$ cat src/design/pair_co_membership_agreement_defines.svh
// Assertion helpers for the pair co-membership agreement block.
`ifndef PAIR_CO_MEMBERSHIP_AGREEMENT_DEFINES_SVH
`define PAIR_CO_MEMBERSHIP_AGREEMENT_DEFINES_SVH

`ifndef SYNTHESIS

// Check a condition at every clock edge outside reset.
`define PCMA_ASSERT_ALWAYS(label, cond) \
    label: assert property (@(posedge aclk) disable iff (!aresetn) (cond)) \
        else $error("pcma assertion failed");

// Check that a trigger is followed by a condition at the next clock edge.
`define PCMA_ASSERT_NEXT(label, trig, cond) \
    label: assert property (@(posedge aclk) disable iff (!aresetn) (trig) |=> (cond)) \
        else $error("pcma assertion failed");

`else

`define PCMA_ASSERT_ALWAYS(label, cond)
`define PCMA_ASSERT_NEXT(label, trig, cond)

`endif

`endif

$ cat src/design/pcma_pkg.sv
`default_nettype none

package pcma_pkg;

    localparam int MAX_FEATURES_DEF = 256;
    localparam int LABEL_BITS_DEF   = 16;

    localparam int BLOCK_W = 16;
    localparam int COUNT_W = 15;
    localparam int ADDR_W  = 5;
    localparam int DATA_W  = 64;

    // Register indexes (byte address = 8 * index).
    localparam logic [1:0] REG_REF_FINGERPRINT  = 2'd0;
    localparam logic [1:0] REG_CAND_FINGERPRINT = 2'd1;
    localparam logic [1:0] REG_REF_VERSION      = 2'd2;
    localparam logic [1:0] REG_CAND_VERSION     = 2'd3;

    typedef enum logic [1:0] {
        STATUS_OK       = 2'd0,
        STATUS_AXES     = 2'd1,
        STATUS_CAPACITY = 2'd2
    } status_t;

    // Feature request as it travels down the cell chain.
    typedef struct packed {
        logic               valid;
        logic               last;
        logic               placed;
        logic [BLOCK_W-1:0] reference_block;
        logic [BLOCK_W-1:0] candidate_block;
        logic [COUNT_W-1:0] pairs;
        logic [COUNT_W-1:0] agreements;
    } token_t;

endpackage

`default_nettype wire

$ cat src/design/pcma_config.sv
`default_nettype none

module pcma_config (
    input  wire logic                        aclk,
    input  wire logic                        aresetn,
    input  wire logic                        psel,
    input  wire logic                        penable,
    input  wire logic                        pwrite,
    input  wire logic [pcma_pkg::ADDR_W-1:0] paddr,
    input  wire logic [pcma_pkg::DATA_W-1:0] pwdata,
    output logic      [pcma_pkg::DATA_W-1:0] prdata,
    output logic                             pready,
    output logic                             axes_mismatch
);

    logic [63:0] ref_fp_reg;
    logic [63:0] cand_fp_reg;
    logic [31:0] ref_ver_reg;
    logic [31:0] cand_ver_reg;
    logic [1:0]  reg_index;
    logic        write_en;

    assign reg_index = paddr[4:3];
    assign write_en  = psel && penable && pwrite;
    assign pready    = 1'b1;

    always_ff @(posedge aclk) begin
        if (!aresetn) begin
            ref_fp_reg   <= '0;
            cand_fp_reg  <= '0;
            ref_ver_reg  <= '0;
            cand_ver_reg <= '0;
        end else if (write_en) begin
            case (reg_index)
                pcma_pkg::REG_REF_FINGERPRINT:  ref_fp_reg   <= pwdata;
                pcma_pkg::REG_CAND_FINGERPRINT: cand_fp_reg  <= pwdata;
                pcma_pkg::REG_REF_VERSION:      ref_ver_reg  <= pwdata[31:0];
                pcma_pkg::REG_CAND_VERSION:     cand_ver_reg <= pwdata[31:0];
                default: ;
            endcase
        end
    end

    always_comb begin
        case (reg_index)
            pcma_pkg::REG_REF_FINGERPRINT:  prdata = ref_fp_reg;
            pcma_pkg::REG_CAND_FINGERPRINT: prdata = cand_fp_reg;
            pcma_pkg::REG_REF_VERSION:      prdata = {32'd0, ref_ver_reg};
            pcma_pkg::REG_CAND_VERSION:     prdata = {32'd0, cand_ver_reg};
            default:                        prdata = '0;
        endcase
    end

    assign axes_mismatch = (ref_fp_reg != cand_fp_reg) || (ref_ver_reg != cand_ver_reg);

endmodule

`default_nettype wire

$ cat config.mk
export PLATFORM = sky130hd
export DESIGN_NAME = pcma_config
export DESIGN_NICKNAME = d
export VERILOG_FILES = /design/src/design/pair_co_membership_agreement_defines.svh /design/src/design/pcma_pkg.sv /design/src/design/pcma_config.sv
export SDC_FILE = /design/constraint.sdc
export NUM_CORES = 1
export LEC_CHECK = 0
export BUFFER_PORTS_ARGS = -buffer_cell sky130_fd_sc_hd__buf_2
export CAP_MARGIN = 30
export CORE_ASPECT_RATIO = 2
export CORE_MARGIN = 2
export CORE_UTILIZATION = 45
export DETAILED_ROUTE_END_ITERATION = 10
export PLACE_DENSITY_LB_ADDON = 0.25
export SLEW_MARGIN = 10
export SYNTH_ARGS = -nofsm -noshare
export SYNTH_HDL_FRONTEND = slang
export SYNTH_SLANG_ARGS = --single-unit
$ cat constraint.sdc
create_clock -name aclk -period 1.8 [get_ports aclk]
set_clock_uncertainty 0.1 [all_clocks]
set_input_delay 0.45 -clock aclk [delete_from_list [all_inputs] [get_ports aclk]]
set_output_delay 0.45 -clock aclk [all_outputs]
set_load 0.01 [all_outputs]
==> results by group <==
Hold path
  • Worst hold path type: primary input to flop
  • Hold Path End: ref_fp_reg[58]$_SDFFE_PN0P_
  • HP Start: pwdata[58]
  • Hold path cells: 3

Route
  • Iteration-0 DRC Markers: 470
  • Vias: 9,009
  • Via/cell ratio: 5.31
  • Wire per inst: 18.9 µm
  • Remaining DRCs: 0
  • Final WL: 32.1 mm
  • ANT nets after route: 0
  • DRT Pass-1 Iters: 5

Setup path
  • Cells along the critical path: xor2_1, nor4_1, buf_4, nand4_1, nor4_2, nand3_1, buf_2
  • CP Launch Point: cand_ver_reg[27]$_SDFFE_PN0P_
  • Type of origin of the critical path: flop
  • Worst Reg-to-Reg Cells: 5
  • Reg2Reg Setup Slack: 670 ps
  • Crit. End Element: output port
  • Slowest-stage cell, CP: dfxtp_2
  • CP required: 1250 ps
  • Crit path kind: flop to output port
  • Crit Reg-Reg Startpoint: cand_ver_reg[30]$_SDFFE_PN0P_
  • Crit path largest cell delay: 330 ps
  • CP Data Arrival Time: 2280 ps
  • FF-to-FF End: cand_ver_reg[30]$_SDFFE_PN0P_
  • Worst-path fanout max: 2

Clocking
  • Max Root-Sink Buffers: 2
  • H-tree levels: 4
  • Reg clk slew, reported paths: 70 ps
  • CTS tree: yes
  • Clock root buffer master: clkbuf_16
  • Clk_lat worst skew: 440 ps
  • Num Clock Sinks: 192
  • Clock buffer count from CTS: 17

Layout
  • Share of cells above drive strength 1: 0.417
  • Synth-to-layout area growth: 44.6%
  • Post-route insts no fill: 1,698
  • Final core utilization: 0.661
  • Finished Cell Area: 13,800 µm²
  • FILL cells: 1,694
  • Nets: 1,489

Floorplan
  • Die area: 22,500 µm²
  • Die Width: 107 µm
  • Die Ht: 210 µm
  • IO Count: 140
  • Core region area: 20,900 µm²
  • Initial Utilization: 0.457
  • Cell Rows: 75

Synthesis
  • Area contributors post-synth: dfxtp_1 40%, nand2_1 15%, a21boi_1 10%
  • FFs w/ async S/R, synth: 0
  • Top_reg_cell synth: dfxtp_1
  • EDFF count, synth: 0
  • Most common library cells after synthesis: 384 x nand2_1, 192 x dfxtp_1, 132 x a21boi_1
  • Count leader, synth: nand2_1
  • Syn_nets: 1,157
  • Area share of the largest cell type after synthesis: 0.402
  • Post-Syn Area: 9570 µm²
  • Distinct cell type count after synthesis: 28
  • Largest area contributor in the netlist: dfxtp_1
  • Register area share after synthesis: 0.402
  • Synthesis Warnings: 0
  • Cells after synthesis: 1,083
  • Synth Area per Inst: 8.83 µm²
  • Synthesized flop and latch total: 192

STA
  • Final setup TNS: -10,200 ps
  • Highest clock rate: 0.354 GHz
  • RSZ-0062 raised after global routing: yes
  • Final setup viols: 50
  • Worst slew pin tran: 522 ps
  • Relative slew margins: 0.651
  • Part of the cycle the worst path needs: 1.57
  • Final Hold Vio Count: 0
  • Post-layout min period: 2830 ps
  • Setup WS post-layout: -1030 ps
  • Slew Viols, Final: 0

Global routing
  • Largest net degree at the start of global routing: 67
  • Total grt overflow: 0
  • Vias in the first global route: 9,037
  • Total Routing Usage GR: 0.286
  • Initial antenna violation count: 4
  • First-pass GRT wire length: 48.9 mm

Run status
  • Status: finished with violations
  • Failing checks: setup timing

Placement
  • IO Port Bufs: 135
  • RD Place Congestion: 0.930
  • Post-detail-place hpwl: 21.9 mm
  • Placement-stage cell area: 12,100 µm²
  • Placed cell count: 1,648

Job
  • Max Cap Viol: 0

Power
  • Worst VDD drop: 0.000487 V
  • LEAKAGE: 5.90 nW
  • Power Total: 9.55 mW
  • Cell Pwr Density: 690 nW/µm²
-- worst max-delay path by stage --
stage	end	slack (ps)	cells after the start
after floorplan	prdata[12]	-0.6	3
after detailed placement	axes_mismatch	-560	7
final	axes_mismatch	-1030	7
after global placement	axes_mismatch	-550	7
after CTS	axes_mismatch	-1000	6
after global routing	axes_mismatch	-1070	7
-- stage by stage --
step	worst slack, ps	hold WS, ps
CTS	-1000	129
global route	-1070	138
global placement	-553	368
finish	-1030	141
detailed placement	-562	373
floorplan	-0.603	356
-- critical path: cells and delay by family, from the launching register on --
| family | cells | cell delay, ps |
|---|---|---|
| buf+inv | 2 | 370 |
| flops | 1 | 330 |
| xor+xnor | 1 | 230 |
| simple gates | 4 | 900 |
-- kinds of logic (layout without fill, tap and decap cells) --
logic type	after synthesis	count (layout)	share of synthesized area
xor gates and xnor gates	96	96	0.0879
other	1	4	0.000392
muxes	64	64	0.109
and+or+nand+nor	460	460	0.195
AOI/OAI and AO/OA	192	192	0.151
DFF	192	192	0.402
buffers and inverters	78	421	0.0555
-- what timing repair did --
action,CTS,global route
cloned,4,0
gates resized for setup,246,69
endpoints found under the setup margin,65,115
buffers inserted,13,25
pin swaps,6,7
hold buffers,0,0
hold endpoints to repair,0,0
-- cells in the final DEF (no fill, tap or decap), types with 32 or more instances in the layout --
cell / count
xnor2_1: 32
dfxtp_1: 75
a21boi_0: 60
mux4_2: 32
xor2_1: 64
buf_2: 102
a21boi_1: 132
buf_6: 135
buf_4: 124
nor2_1: 32
dfxtp_2: 117
nand2_1: 384
-- area by class of cell --
| type | instances | area [µm²] | share of cell area |
|---|---|---|---|
| repair buffers | 391 | 3560 | 0.257 |
| clock buffers | 18 | 429 | 0.0310 |
| multi-input cells | 813 | 5310 | 0.383 |
| well taps | 269 | 337 | 0.0243 |
| clock inverters | 12 | 206 | 0.0149 |
| diodes | 3 | 7.51 | 0.000543 |
| flip-flops and latches | 192 | 3990 | 0.288 |
-- power by group --
group          internal, mW  leakage (nW)  switching, mW
Sequential             4.31          1.61         0.0439
Combinational         0.522          4.00          0.499
Clock                  2.46         0.296           1.71
-- per-layer routing --
metal  vias up  global-route usage  share of wire
met5         -                   0        0.00040
met4         2               0.167          0.061
met3        95              0.0523          0.047
met2       280               0.507           0.53
met1      4362               0.313           0.37
li1       4270                   -              -
Note: power is estimated with default switching activity, not from simulation.
