$ cat src/design/pair_co_membership_agreement_defines.svh
// Assertion helpers for the pair co-membership agreement block.
`ifndef PAIR_CO_MEMBERSHIP_AGREEMENT_DEFINES_SVH
`define PAIR_CO_MEMBERSHIP_AGREEMENT_DEFINES_SVH

`ifndef SYNTHESIS

// Check a condition at every clock edge outside reset.
`define PCMA_ASSERT_ALWAYS(label, cond) \
    label: assert property (@(posedge aclk) disable iff (!aresetn) (cond)) \
        else $error("pcma assertion failed");

// Check that a trigger is followed by a condition at the next clock edge.
`define PCMA_ASSERT_NEXT(label, trig, cond) \
    label: assert property (@(posedge aclk) disable iff (!aresetn) (trig) |=> (cond)) \
        else $error("pcma assertion failed");

`else

`define PCMA_ASSERT_ALWAYS(label, cond)
`define PCMA_ASSERT_NEXT(label, trig, cond)

`endif

`endif

$ cat src/design/pcma_pkg.sv
`default_nettype none

package pcma_pkg;

    localparam int MAX_FEATURES_DEF = 256;
    localparam int LABEL_BITS_DEF   = 16;

    localparam int BLOCK_W = 16;
    localparam int COUNT_W = 15;
    localparam int ADDR_W  = 5;
    localparam int DATA_W  = 64;

    // Register indexes (byte address = 8 * index).
    localparam logic [1:0] REG_REF_FINGERPRINT  = 2'd0;
    localparam logic [1:0] REG_CAND_FINGERPRINT = 2'd1;
    localparam logic [1:0] REG_REF_VERSION      = 2'd2;
    localparam logic [1:0] REG_CAND_VERSION     = 2'd3;

    typedef enum logic [1:0] {
        STATUS_OK       = 2'd0,
        STATUS_AXES     = 2'd1,
        STATUS_CAPACITY = 2'd2
    } status_t;

    // Feature request as it travels down the cell chain.
    typedef struct packed {
        logic               valid;
        logic               last;
        logic               placed;
        logic [BLOCK_W-1:0] reference_block;
        logic [BLOCK_W-1:0] candidate_block;
        logic [COUNT_W-1:0] pairs;
        logic [COUNT_W-1:0] agreements;
    } token_t;

endpackage

`default_nettype wire

$ cat src/design/pcma_cell.sv
`default_nettype none

module pcma_cell #(
    parameter int LABEL_BITS = pcma_pkg::LABEL_BITS_DEF
) (
    input  wire logic            aclk,
    input  wire logic            aresetn,
    input  wire logic            advance,
    input  wire pcma_pkg::token_t tok_in,
    output pcma_pkg::token_t     tok_out
);

    localparam int KeepBits = (LABEL_BITS < pcma_pkg::BLOCK_W) ? LABEL_BITS
                                                                : pcma_pkg::BLOCK_W;

    logic                valid_reg, valid_next;
    logic [KeepBits-1:0] ref_label_reg, ref_label_next;
    logic [KeepBits-1:0] cand_label_reg, cand_label_next;
    pcma_pkg::token_t    tok_reg, tok_next;
    logic                ref_same, cand_same;

    assign ref_same  = ref_label_reg == tok_in.reference_block[KeepBits-1:0];
    assign cand_same = cand_label_reg == tok_in.candidate_block[KeepBits-1:0];

    always_comb begin
        tok_next        = tok_in;
        valid_next      = valid_reg;
        ref_label_next  = ref_label_reg;
        cand_label_next = cand_label_reg;
        if (tok_in.valid && !tok_in.placed) begin
            if (valid_reg) begin
                // compare with the stored feature; a final feature empties the cell
                tok_next.pairs = tok_in.pairs + pcma_pkg::COUNT_W'(1);
                if (ref_same == cand_same) begin
                    tok_next.agreements = tok_in.agreements + pcma_pkg::COUNT_W'(1);
                end
                if (tok_in.last) begin
                    valid_next = 1'b0;
                end
            end else begin
                // first free cell: claim it
                tok_next.placed = 1'b1;
                if (!tok_in.last) begin
                    valid_next      = 1'b1;
                    ref_label_next  = tok_in.reference_block[KeepBits-1:0];
                    cand_label_next = tok_in.candidate_block[KeepBits-1:0];
                end
            end
        end
    end

    always_ff @(posedge aclk) begin
        if (!aresetn) begin
            valid_reg <= 1'b0;
            tok_reg   <= '0;
        end else if (advance) begin
            valid_reg <= valid_next;
            tok_reg   <= tok_next;
        end
    end

    always_ff @(posedge aclk) begin
        if (advance) begin
            ref_label_reg  <= ref_label_next;
            cand_label_reg <= cand_label_next;
        end
    end

    assign tok_out = tok_reg;

endmodule

`default_nettype wire

$ cat config.mk
export PLATFORM = sky130hd
export DESIGN_NAME = pcma_cell
export DESIGN_NICKNAME = d
export VERILOG_FILES = /design/src/design/pair_co_membership_agreement_defines.svh /design/src/design/pcma_pkg.sv /design/src/design/pcma_cell.sv
export SDC_FILE = /design/constraint.sdc
export NUM_CORES = 1
export LEC_CHECK = 0
export ABC_AREA = 1
export BUFFER_PORTS_ARGS = -buffer_cell sky130_fd_sc_hd__clkbuf_2
export CAP_MARGIN = 10
export CORE_ASPECT_RATIO = 0.9
export CORE_MARGIN = 3
export CORE_UTILIZATION = 44
export CTS_CLUSTER_SIZE = 12
export DETAILED_ROUTE_END_ITERATION = 10
export PLACE_DENSITY_LB_ADDON = 0.12
export RECOVER_POWER = 100
export SLEW_MARGIN = 10
export SYNTH_ARGS = -nofsm -noshare
export SYNTH_HDL_FRONTEND = slang
export SYNTH_SLANG_ARGS = --single-unit
$ cat constraint.sdc
create_clock -name aclk -period 7.3 [get_ports aclk]
set_clock_uncertainty 0.1 [all_clocks]
set_input_delay 0.365 -clock aclk [delete_from_list [all_inputs] [get_ports aclk]]
set_output_delay 0.365 -clock aclk [all_outputs]
set_load 0.05 [all_outputs]
==> flow_summary.rst <==
.. list-table::
   :header-rows: 1

   * - Metric
     - Value
   * - Result of the run
     - finished, violations left
   * - Reg clk slew, reported paths
     - 0.07 ns
   * - Number of DRC violations after detailed-routing iteration 0
     - 218
   * - Post-detailed-route wirelength per cell
     - 12.0 µm
   * - Half-perimeter wire length of the detailed placement result
     - slightly below 8 mm
   * - Max-cap violations
     - 2
   * - Largest register FFs
     - 65
   * - Share of async-settable or async-resettable flops after synthesis
     - 0%
   * - Instance count of the mapped netlist
     - 649
   * - Global Route Usage Sum
     - 18.0%
   * - Number of buffers inserted for hold repair after clock tree synthesis
     - 0
   * - Final weighted congestion in routability-driven placement
     - 0.882
   * - Largest net degree at the start of global routing
     - about 110
   * - R2r setup slk
     - 4.49 ns
   * - Synth-to-layout area growth
     - 18.7%
   * - Critical R2R Capture
     - ref_label_reg[3]$_DFFE_PP_
   * - TritonRoute pass-1 iters
     - 5
   * - Pin slew with the least headroom to its limit
     - 2.61 ns
   * - Worst Setup End Kind
     - flip-flop
   * - Final WL
     - roughly 11 mm
   * - Count of fill cells added during filler insertion
     - 1082
   * - Top-level port count
     - 133
   * - CTS buffer count
     - 9
   * - Category of the worst setup path launch point
     - input pin
   * - EDFF count, synth
     - 32
   * - Startpoint of the worst hold path
     - tok_in[58]
   * - Startpoint of the worst register-to-register path
     - valid_reg$_SDFFE_PN0P_
   * - Proportion of synthesized chip area in sequential cells
     - 47.3%
   * - Hold/Removal Path Class
     - input pin to flip-flop
   * - DIE AREA
     - 0.0123 mm²
   * - Clock sink total
     - ~100
   * - Start point of the critical path
     - advance
   * - Average via count per standard cell
     - between 4 and 5
   * - Final design utilization
     - a little over half
   * - Worst Hold End
     - ref_label_reg[12]$_DFFE_PP_
   * - Number of nets still failing antenna checks after routing
     - 0
   * - Grt total ovfl
     - 0
   * - Std cell rows
     - 35
   * - Level count of the clock H-tree
     - 3
   * - TritonCTS clock tree
     - done
   * - Share of Yosys cell area claimed by the top area cell type
     - 27.4%
   * - Syn avg cell area
     - 7.43 µm²
   * - Count of state elements after synthesis
     - 98
   * - Worst supply voltage drop on vdd
     - approximately 140 µV
   * - Fin crit share
     - 47.8%
   * - Startpoint-to-endpoint class of the critical path
     - input pin to flip-flop
   * - Worst hold margin
     - 0.162 ns
   * - Largest cells by area after synthesis
     - sky130_fd_sc_hd__dfxtp_1 (27%), sky130_fd_sc_hd__edfxtp_1 (20%), sky130_fd_sc_hd__nand2_1 (12%)
   * - Required time of the critical path
     - 7.10 ns
   * - Static leakage
     - 2.61 nW
   * - # nets final
     - 841
   * - DR DRC count
     - 0
   * - Post-Syn Nets
     - around 720
   * - Number of global-route vias before repair
     - slightly above 4000
   * - Vias after detailed routing
     - 4303
   * - Maximum clock path buffer count
     - 2
   * - DIE WIDTH
     - 116 µm
   * - Number of cells on the worst hold path
     - 1
   * - Ys Warns
     - 0
   * - Clock root buffer
     - sky130_fd_sc_hd__clkbuf_16
   * - Violated checks
     - capacitance limit, slew limit
   * - Final Hold Fails
     - 0
   * - Minimum clock period after layout
     - 3.49 ns
   * - Count of different cell masters after synthesis
     - 32
   * - Port Buf Inserts
     - about 130
   * - Top cell type by total area after synthesis
     - sky130_fd_sc_hd__dfxtp_1
   * - Total inserted antenna cells
     - 0
   * - # resized after CTS
     - 0
   * - Post-CTS Setup Inserts
     - 0
   * - RSZ-0062 raised after global routing
     - false
   * - Number of cells in the design after placement
     - 889
   * - Total power divided by cell area
     - 232 mW/mm²
   * - Setup tns final
     - 0 ns
   * - Maximum achievable frequency
     - between 200 and 300 MHz
   * - Initial Utilization
     - around 46%
   * - Die outline height
     - 105 µm
   * - Worst slew slack as a fraction of its limit
     - -74.3%
   * - Final number of setup-violating endpoints
     - 0
   * - Signal arrival time at the worst endpoint
     - 3.29 ns
   * - Top library cells by usage in the layout, fill and taps aside
     - sky130_fd_sc_hd__nand2_1 (152), sky130_fd_sc_hd__clkbuf_1 (98), sky130_fd_sc_hd__nor2_1 (97), sky130_fd_sc_hd__inv_1 (90), sky130_fd_sc_hd__dfxtp_1 (66)
   * - Most used flip-flop cell after synthesis
     - sky130_fd_sc_hd__dfxtp_1
   * - Max-slew violation count
     - 89
   * - Fraction of layout instances using a drive strength above 1
     - around 7.7%
   * - Clk_lat worst skew
     - 0.34 ns
   * - Number of cells traversed by the worst register-to-register path
     - 1
   * - First-pass GRT wire length
     - 18.2 mm
   * - Most common cell after layout, fill and taps aside
     - sky130_fd_sc_hd__nand2_1
   * - Antenna violations before repair
     - 0
   * - Number of cells in the finished layout apart from fillers
     - 905
   * - Worst Path Max Fanout
     - about 110
   * - Core Footprint
     - approximately 0.010 mm²
   * - Post-synthesis instance area
     - ~0.0048 mm²
-- report_power, final --
group          switching (mW)  leakage, nW  total, mW  internal [mW]
clock                   0.203        0.153      0.503          0.300
combinational           0.168         1.62      0.219         0.0516
sequential             0.0135        0.839      0.605          0.591
-- cells in the mapped netlist, types with 4 or more instances --
| master | n |
|---|---|
| sky130_fd_sc_hd__dfxtp_1 | 66 |
| sky130_fd_sc_hd__nand4_1 | 6 |
| sky130_fd_sc_hd__nand3_1 | 15 |
| sky130_fd_sc_hd__nand3b_1 | 4 |
| sky130_fd_sc_hd__o21ai_0 | 59 |
| sky130_fd_sc_hd__clkbuf_1 | 13 |
| sky130_fd_sc_hd__xnor2_1 | 17 |
| sky130_fd_sc_hd__nand2_1 | 151 |
| sky130_fd_sc_hd__buf_1 | 6 |
| sky130_fd_sc_hd__nor3_1 | 7 |
| sky130_fd_sc_hd__inv_1 | 89 |
| sky130_fd_sc_hd__nor2_1 | 94 |
| sky130_fd_sc_hd__edfxtp_1 | 32 |
| sky130_fd_sc_hd__a21oi_1 | 42 |
| sky130_fd_sc_hd__nor2_4 | 4 |
| sky130_fd_sc_hd__clkinv_1 | 5 |
| sky130_fd_sc_hd__xor2_1 | 14 |
-- final cells by class --
type | instances | area (µm²) | share of cell area, %
inverters | 97 | 364 | 6.36
clock inverters | 7 | 93.8 | 1.64
well taps | 129 | 161 | 2.82
clock buffers | 9 | 225 | 3.93
repair buffers | 132 | 541 | 9.44
multi-input cells | 433 | 2060 | 36.0
flip-flops and latches | 98 | 2280 | 39.9
-- metrics by stage --
step	setup slack [ns]	cell area, µm²	power, mW
finish	3.81	5730	1.33
CTS	4.97	5890	1.36
detailed placement	4.60	5570	0.847
floorplan	4.42	4820	0.776
global route	3.49	5730	1.39
global placement	4.65	5570	0.843
-- worst max-delay path by stage --
stage                                              end  slack [ns]  cells after the start
after floorplan            cand_label_reg[0]$_DFFE_PP_        4.42                      4
after global placement     cand_label_reg[9]$_DFFE_PP_        4.65                      3
after detailed placement   cand_label_reg[8]$_DFFE_PP_        4.60                      3
after CTS                  cand_label_reg[0]$_DFFE_PP_        4.97                      3
after global routing      cand_label_reg[11]$_DFFE_PP_        3.49                      3
final                       ref_label_reg[3]$_DFFE_PP_        3.81                      3
-- critical path, cell delays in order --
cell and delay (ns):
sky130_fd_sc_hd__buf_4 0.71, sky130_fd_sc_hd__nand3b_1 0.19, sky130_fd_sc_hd__nor2_1 1.94
-- metal layers --
layer	GRT usage (%)	part of all wire [%]	wire [µm]
met1	22.5	46	4980
met2	29.9	46	5060
met3	6.20	6.9	753
met4	3.98	0.85	93
met5	0	0	0
-- cells by family (layout without fill, tap and decap cells) --
kind of cell               count (synthesis)  in the layout  synth area share, %
adders and majority gates                  2              2                0.519
DFF                                       98             98                 47.3
and+or+nand+nor                          292            292                 25.6
xor gates and xnor gates                  31             31                 5.63
buffers and inverters                    118            245                 9.36
AOI/OAI and AO/OA                        108            108                 11.5
(Power assumes the default switching activity.)
