===== config.mk =====
export PLATFORM = sky130hd
export DESIGN_NAME = pcma_tail
export DESIGN_NICKNAME = d
export VERILOG_FILES = /design/src/design/pcma_pkg.sv /design/src/design/pcma_tail.sv
export VERILOG_INCLUDE_DIRS = /design/src /design/src/design
export SDC_FILE = /design/constraint.sdc
export NUM_CORES = 1
export LEC_CHECK = 0
export BUFFER_PORTS_ARGS = -buffer_cell sky130_fd_sc_hd__buf_2
export CAP_MARGIN = 20
export CORE_MARGIN = 4
export CORE_UTILIZATION = 54
export DETAILED_ROUTE_END_ITERATION = 16
export PLACE_DENSITY = 0.79
export SLEW_MARGIN = 5
export SYNTH_ARGS = -nofsm -noshare
export SYNTH_HDL_FRONTEND = slang
export SYNTH_SLANG_ARGS = --single-unit
export TNS_END_PERCENT = 100

===== constraint.sdc =====
create_clock -name aclk -period 4.5 [get_ports aclk]
set_clock_uncertainty 0.2 [all_clocks]
set_input_delay 0.9 -clock aclk [delete_from_list [all_inputs] [get_ports aclk]]
set_output_delay 0.9 -clock aclk [all_outputs]
set_load 0.005 [all_outputs]

===== src/design/pair_co_membership_agreement_defines.svh =====
// Assertion helpers for the pair co-membership agreement block.
`ifndef PAIR_CO_MEMBERSHIP_AGREEMENT_DEFINES_SVH
`define PAIR_CO_MEMBERSHIP_AGREEMENT_DEFINES_SVH

`ifndef SYNTHESIS

// Check a condition at every clock edge outside reset.
`define PCMA_ASSERT_ALWAYS(label, cond) \
    label: assert property (@(posedge aclk) disable iff (!aresetn) (cond)) \
        else $error("pcma assertion failed");

// Check that a trigger is followed by a condition at the next clock edge.
`define PCMA_ASSERT_NEXT(label, trig, cond) \
    label: assert property (@(posedge aclk) disable iff (!aresetn) (trig) |=> (cond)) \
        else $error("pcma assertion failed");

`else

`define PCMA_ASSERT_ALWAYS(label, cond)
`define PCMA_ASSERT_NEXT(label, trig, cond)

`endif

`endif


===== src/design/pcma_pkg.sv =====
`default_nettype none

package pcma_pkg;

    localparam int MAX_FEATURES_DEF = 256;
    localparam int LABEL_BITS_DEF   = 16;

    localparam int BLOCK_W = 16;
    localparam int COUNT_W = 15;
    localparam int ADDR_W  = 5;
    localparam int DATA_W  = 64;

    // Register indexes (byte address = 8 * index).
    localparam logic [1:0] REG_REF_FINGERPRINT  = 2'd0;
    localparam logic [1:0] REG_CAND_FINGERPRINT = 2'd1;
    localparam logic [1:0] REG_REF_VERSION      = 2'd2;
    localparam logic [1:0] REG_CAND_VERSION     = 2'd3;

    typedef enum logic [1:0] {
        STATUS_OK       = 2'd0,
        STATUS_AXES     = 2'd1,
        STATUS_CAPACITY = 2'd2
    } status_t;

    // Feature request as it travels down the cell chain.
    typedef struct packed {
        logic               valid;
        logic               last;
        logic               placed;
        logic [BLOCK_W-1:0] reference_block;
        logic [BLOCK_W-1:0] candidate_block;
        logic [COUNT_W-1:0] pairs;
        logic [COUNT_W-1:0] agreements;
    } token_t;

endpackage

`default_nettype wire


===== src/design/pcma_tail.sv =====
`default_nettype none

module pcma_tail (
    input  wire logic                         aclk,
    input  wire logic                         aresetn,
    input  wire pcma_pkg::token_t             tok_in,
    input  wire logic                         axes_mismatch,
    input  wire logic                         m_ready,
    output logic                              advance,
    output logic                              m_valid,
    output logic [1:0]                        m_status,
    output logic [pcma_pkg::COUNT_W-1:0]      m_pair_count,
    output logic [pcma_pkg::COUNT_W-1:0]      m_agreement_count,
    output logic [pcma_pkg::COUNT_W-1:0]      m_disagreement_count
);

    `include "pair_co_membership_agreement_defines.svh"

    logic [pcma_pkg::COUNT_W-1:0] pairs_reg, pairs_next;
    logic [pcma_pkg::COUNT_W-1:0] agree_reg, agree_next;
    logic                         overflow_reg, overflow_next;
    logic                         out_valid_reg, out_valid_next;
    pcma_pkg::status_t            status_reg, status_next;
    logic [pcma_pkg::COUNT_W-1:0] out_pairs_reg, out_pairs_next;
    logic [pcma_pkg::COUNT_W-1:0] out_agree_reg, out_agree_next;
    logic [pcma_pkg::COUNT_W-1:0] sum_pairs, sum_agree;
    logic                         sum_overflow;
    logic                         emit;

    // hold the chain only while a final request waits behind a full output
    assign advance = !(tok_in.valid && tok_in.last && out_valid_reg && !m_ready);
    assign emit    = advance && tok_in.valid && tok_in.last;

    assign sum_pairs    = pairs_reg + tok_in.pairs;
    assign sum_agree    = agree_reg + tok_in.agreements;
    assign sum_overflow = overflow_reg || !tok_in.placed;

    always_comb begin
        pairs_next    = pairs_reg;
        agree_next    = agree_reg;
        overflow_next = overflow_reg;
        if (advance && tok_in.valid) begin
            if (tok_in.last) begin
                pairs_next    = '0;
                agree_next    = '0;
                overflow_next = 1'b0;
            end else begin
                pairs_next    = sum_pairs;
                agree_next    = sum_agree;
                overflow_next = sum_overflow;
            end
        end
    end

    always_comb begin
        out_valid_next = out_valid_reg && !m_ready;
        status_next    = status_reg;
        out_pairs_next = out_pairs_reg;
        out_agree_next = out_agree_reg;
        if (emit) begin
            out_valid_next = 1'b1;
            if (axes_mismatch) begin
                status_next    = pcma_pkg::STATUS_AXES;
                out_pairs_next = '0;
                out_agree_next = '0;
            end else if (sum_overflow) begin
                status_next    = pcma_pkg::STATUS_CAPACITY;
                out_pairs_next = '0;
                out_agree_next = '0;
            end else begin
                status_next    = pcma_pkg::STATUS_OK;
                out_pairs_next = sum_pairs;
                out_agree_next = sum_agree;
            end
        end
    end

    always_ff @(posedge aclk) begin
        if (!aresetn) begin
            pairs_reg     <= '0;
            agree_reg     <= '0;
            overflow_reg  <= 1'b0;
            out_valid_reg <= 1'b0;
        end else begin
            pairs_reg     <= pairs_next;
            agree_reg     <= agree_next;
            overflow_reg  <= overflow_next;
            out_valid_reg <= out_valid_next;
        end
    end

    always_ff @(posedge aclk) begin
        status_reg    <= status_next;
        out_pairs_reg <= out_pairs_next;
        out_agree_reg <= out_agree_next;
    end

    assign m_valid              = out_valid_reg;
    assign m_status             = status_reg;
    assign m_pair_count         = out_pairs_reg;
    assign m_agreement_count    = out_agree_reg;
    assign m_disagreement_count = out_pairs_reg - out_agree_reg;

    `PCMA_ASSERT_ALWAYS(a_hold_only_on_stall, advance || (out_valid_reg && !m_ready))
    `PCMA_ASSERT_ALWAYS(a_error_zero_counts, !out_valid_reg || status_reg == pcma_pkg::STATUS_OK || (out_pairs_reg == '0 && out_agree_reg == '0))
    `PCMA_ASSERT_NEXT(a_final_clears, emit, pairs_reg == '0 && agree_reg == '0 && !overflow_reg)
    `PCMA_ASSERT_NEXT(a_emit_shows, emit, out_valid_reg)

endmodule

`default_nettype wire


==> results.json <==
{
  "viasPerCell": 5.62,
  "root_buffer": "clkbuf_8",
  "antenna_found_initial": 0,
  "maxCapViolations": 0,
  "ys_top_cells_by_area": "edfxtp_1 22%, dfxtp_1 15%, ha_1 12%, nand2_1 4.5%, xor2_1 4.2%",
  "r2r_slack_ns": 1.65,
  "grt_usage_pct": 20.4,
  "hold_viol": 0,
  "routed_wl_mm": 10.0,
  "post_cts_resized": 0,
  "ys_ff_latch": 64,
  "chipHeight_um": 98.2,
  "async_flop_share_pct": 0,
  "syn2layout_area_growth_pct": 16.0,
  "reg2reg_to": "m_agreement_count[14]",
  "p_per_area_nw_per_um2": 308,
  "grt_overflow": 0,
  "crit_slowest_cell": "fa_1",
  "rsz0062_at_grt": "false",
  "max_clock_freq_mhz": 263,
  "dp_hpwl_mm": 7.81,
  "setup-violations-final": 0,
  "p_leak_uw": 0.00229,
  "initial_utilization_pct": 56.3,
  "fillers": 651,
  "drive_above_1_share_pct": 17.9,
  "worstHoldStart": "pairs_reg[11]",
  "cp-start-kind": "flip-flop",
  "post_cts_buffers": 0,
  "holdBufCountCts": 0,
  "r2r_start": "agree_reg[0]",
  "ys_types": 56,
  "path_cells": "inv_1, ha_1, fa_1, nor2b_1, o21ai_1, a21oi_1, o2111ai_1, a211o_1, nand3_1, buf_2",
  "antenna_cells": 0,
  "cts_buffer_depth": 2,
  "via_count": 3841,
  "grt_max_degree": 33,
  "hold_depth": 2,
  "synth_top_area_share_pct": 21.9,
  "synth_cells": 494,
  "hold_path_class": "flip-flop to flip-flop",
  "slew_violations": 0,
  "rows": 32,
  "drcViolationCount": 0,
  "synth_top_area_cell": "edfxtp_1",
  "post-route-period-util_pct": 84.4,
  "end_kind": "primary output",
  "outcome": "finished, final reports clean",
  "drtAntennaViolNets": 0,
  "finalWorstPathRequiredPeriod_ns": 3.80,
  "min_to": "pairs_reg[11]",
  "cts.sinks": 64,
  "nets": 691,
  "netlist_area_um2": 4400,
  "gp_congestion": 0.864,
  "fp.dieW_um": 98.2,
  "synthFlopType": "edfxtp_1",
  "layout_common_cells": "85 x buf_2, 53 x nand2_1, 45 x nor2_1",
  "first_pass_iters": 6,
  "tritoncts": "done",
  "fin_tns_setup_ns": 0,
  "synth_edf_count": 32,
  "critPathBufInv": 2,
  "crit_path_max_fanout": 5,
  "clock_latency_ns": 0.34,
  "final_common_cell": "buf_2",
  "drt-initial-drc-count": 228,
  "worstMarginPinSlew_ns": 0.954,
  "p_total_uw": 1570,
  "cpLargestDelayFamily": "compound AO/OA/AOI/OAI gates",
  "arrival_ns": 2.70,
  "synth_seq_area_share_pct": 36.4,
  "yosysWarnings": 0,
  "drt-wirelength-per-cell_um": 14.7,
  "slew_headroom_pct": 36.2,
  "peakVddDrop_mv": 0.133,
  "required_ns": 3.40,
  "cts_buffers": 9,
  "cpPeakStageDelay_ns": 0.41,
  "coreArea_um2": 7810,
  "r2r_cells": 8,
  "crit_type": "flip-flop to primary output",
  "grt_pass1_vias": 3748,
  "numPortBuffers": 85,
  "io_pins": 118,
  "syn_avg_cell_area_um2": 8.90,
  "die_area_um2": 9650,
  "syn-num-nets": 608,
  "clk_pin_slew_ns": 0.07,
  "cts_htree_levels": 3,
  "grt_pass1_wl_mm": 16.4
}
## cell type report
type / instances / area, um^2 / share of cell area (%)
Clock inverter: 3 / 42.5 / 0.834
Sequential cell: 64 / 1600 / 31.4
Timing Repair Buffer: 86 / 433 / 8.49
Clock buffer: 13 / 149 / 2.92
Multi-Input combinational cell: 388 / 2640 / 51.8
Tap cell: 102 / 128 / 2.50
Inverter: 28 / 105 / 2.06
## synth_stat cells, types with 2 or more instances
master / count
nor2b_1: 8
dfxtp_1: 32
nand3_1: 14
a21boi_0: 6
nor2_1: 46
and2_1: 16
mux2i_1: 2
xnor2_1: 16
o21a_1: 5
clkbuf_1: 14
nor4_1: 2
o211ai_1: 4
xor2_1: 21
ha_1: 42
o21bai_1: 9
a21oi_1: 29
o21ai_1: 17
edfxtp_1: 32
and3_1: 2
o31ai_1: 3
nor3_1: 8
nand2_1: 53
inv_1: 28
a21o_1: 16
a211oi_1: 8
o21ai_0: 19
fa_1: 3
nor3b_1: 3
a211o_1: 3
a21boi_1: 2
o2111ai_1: 2
o2111a_1: 2
nand4_1: 4
## worst max path at each step
stage / startpoint / end / slack (ns) / cells past startpoint
detailed placement: tok_in[15] / m_pair_count[8] / 0.94 / 9
global route: m_pair_count[0] / m_disagreement_count[12] / 0.57 / 10
finish: m_pair_count[0] / m_disagreement_count[12] / 0.70 / 10
floorplan: tok_in[64] / m_agreement_count[0] / 0.88 / 5
CTS: m_agreement_count[0] / m_disagreement_count[12] / 0.69 / 9
global placement: tok_in[15] / pairs_reg[14] / 1.03 / 9
## worst min-delay path, delay by kind of cell (launching register included)
family | cells | cell delay, ns
AO/OA/AOI/OAI | 1 | 0.05
flip-flops | 1 | 0.32
AND/OR/NAND/NOR | 1 | 0.05
## per-layer routing
metal | GRT usage [%] | vias up | part of all wire, %
met5 | 0 | - | 0
met4 | 7.67 | 0 | 1.8
met3 | 4.14 | 22 | 6.3
met2 | 35.1 | 122 | 47
met1 | 25.3 | 1754 | 45
li1 | - | 1943 | -
## cells by family after synthesis
group	count (synthesis)	synth area share, %
xor gates and xnor gates	37	7.37
adders and majority gates	45	13.3
DFF	64	36.4
muxes	2	0.455
AOI/OAI and AO/OA	142	21.8
buffers and inverters	42	3.59
and+or+nand+nor	162	17.1
## report_power, final
group	internal (uW)	switching (uW)	leakage, uW	total, uW
registers	652	21.8	0.000571	674
clock network	271	215	0.0000936	486
logic	179	231	0.00162	410
total	1100	468	0.00229	1570
## metrics by stage
| step | cells | utilization (%) | hold WS, ns | area [um^2] | worst slack, ns |
|---|---|---|---|---|---|
| final | 684 | 65.3 | 0.261 | 5100 | 0.703 |
| after CTS | 684 | 65.3 | 0.260 | 5100 | 0.690 |
| after global placement | 668 | 62.9 | 0.241 | 4910 | 1.03 |
| after floorplan | 494 | - | 0.229 | 4400 | 0.882 |
| after global routing | 684 | 65.3 | 0.279 | 5100 | 0.575 |
| after detailed placement | 668 | 62.9 | 0.247 | 4910 | 0.941 |
Note: power is estimated with default switching activity, not from simulation.
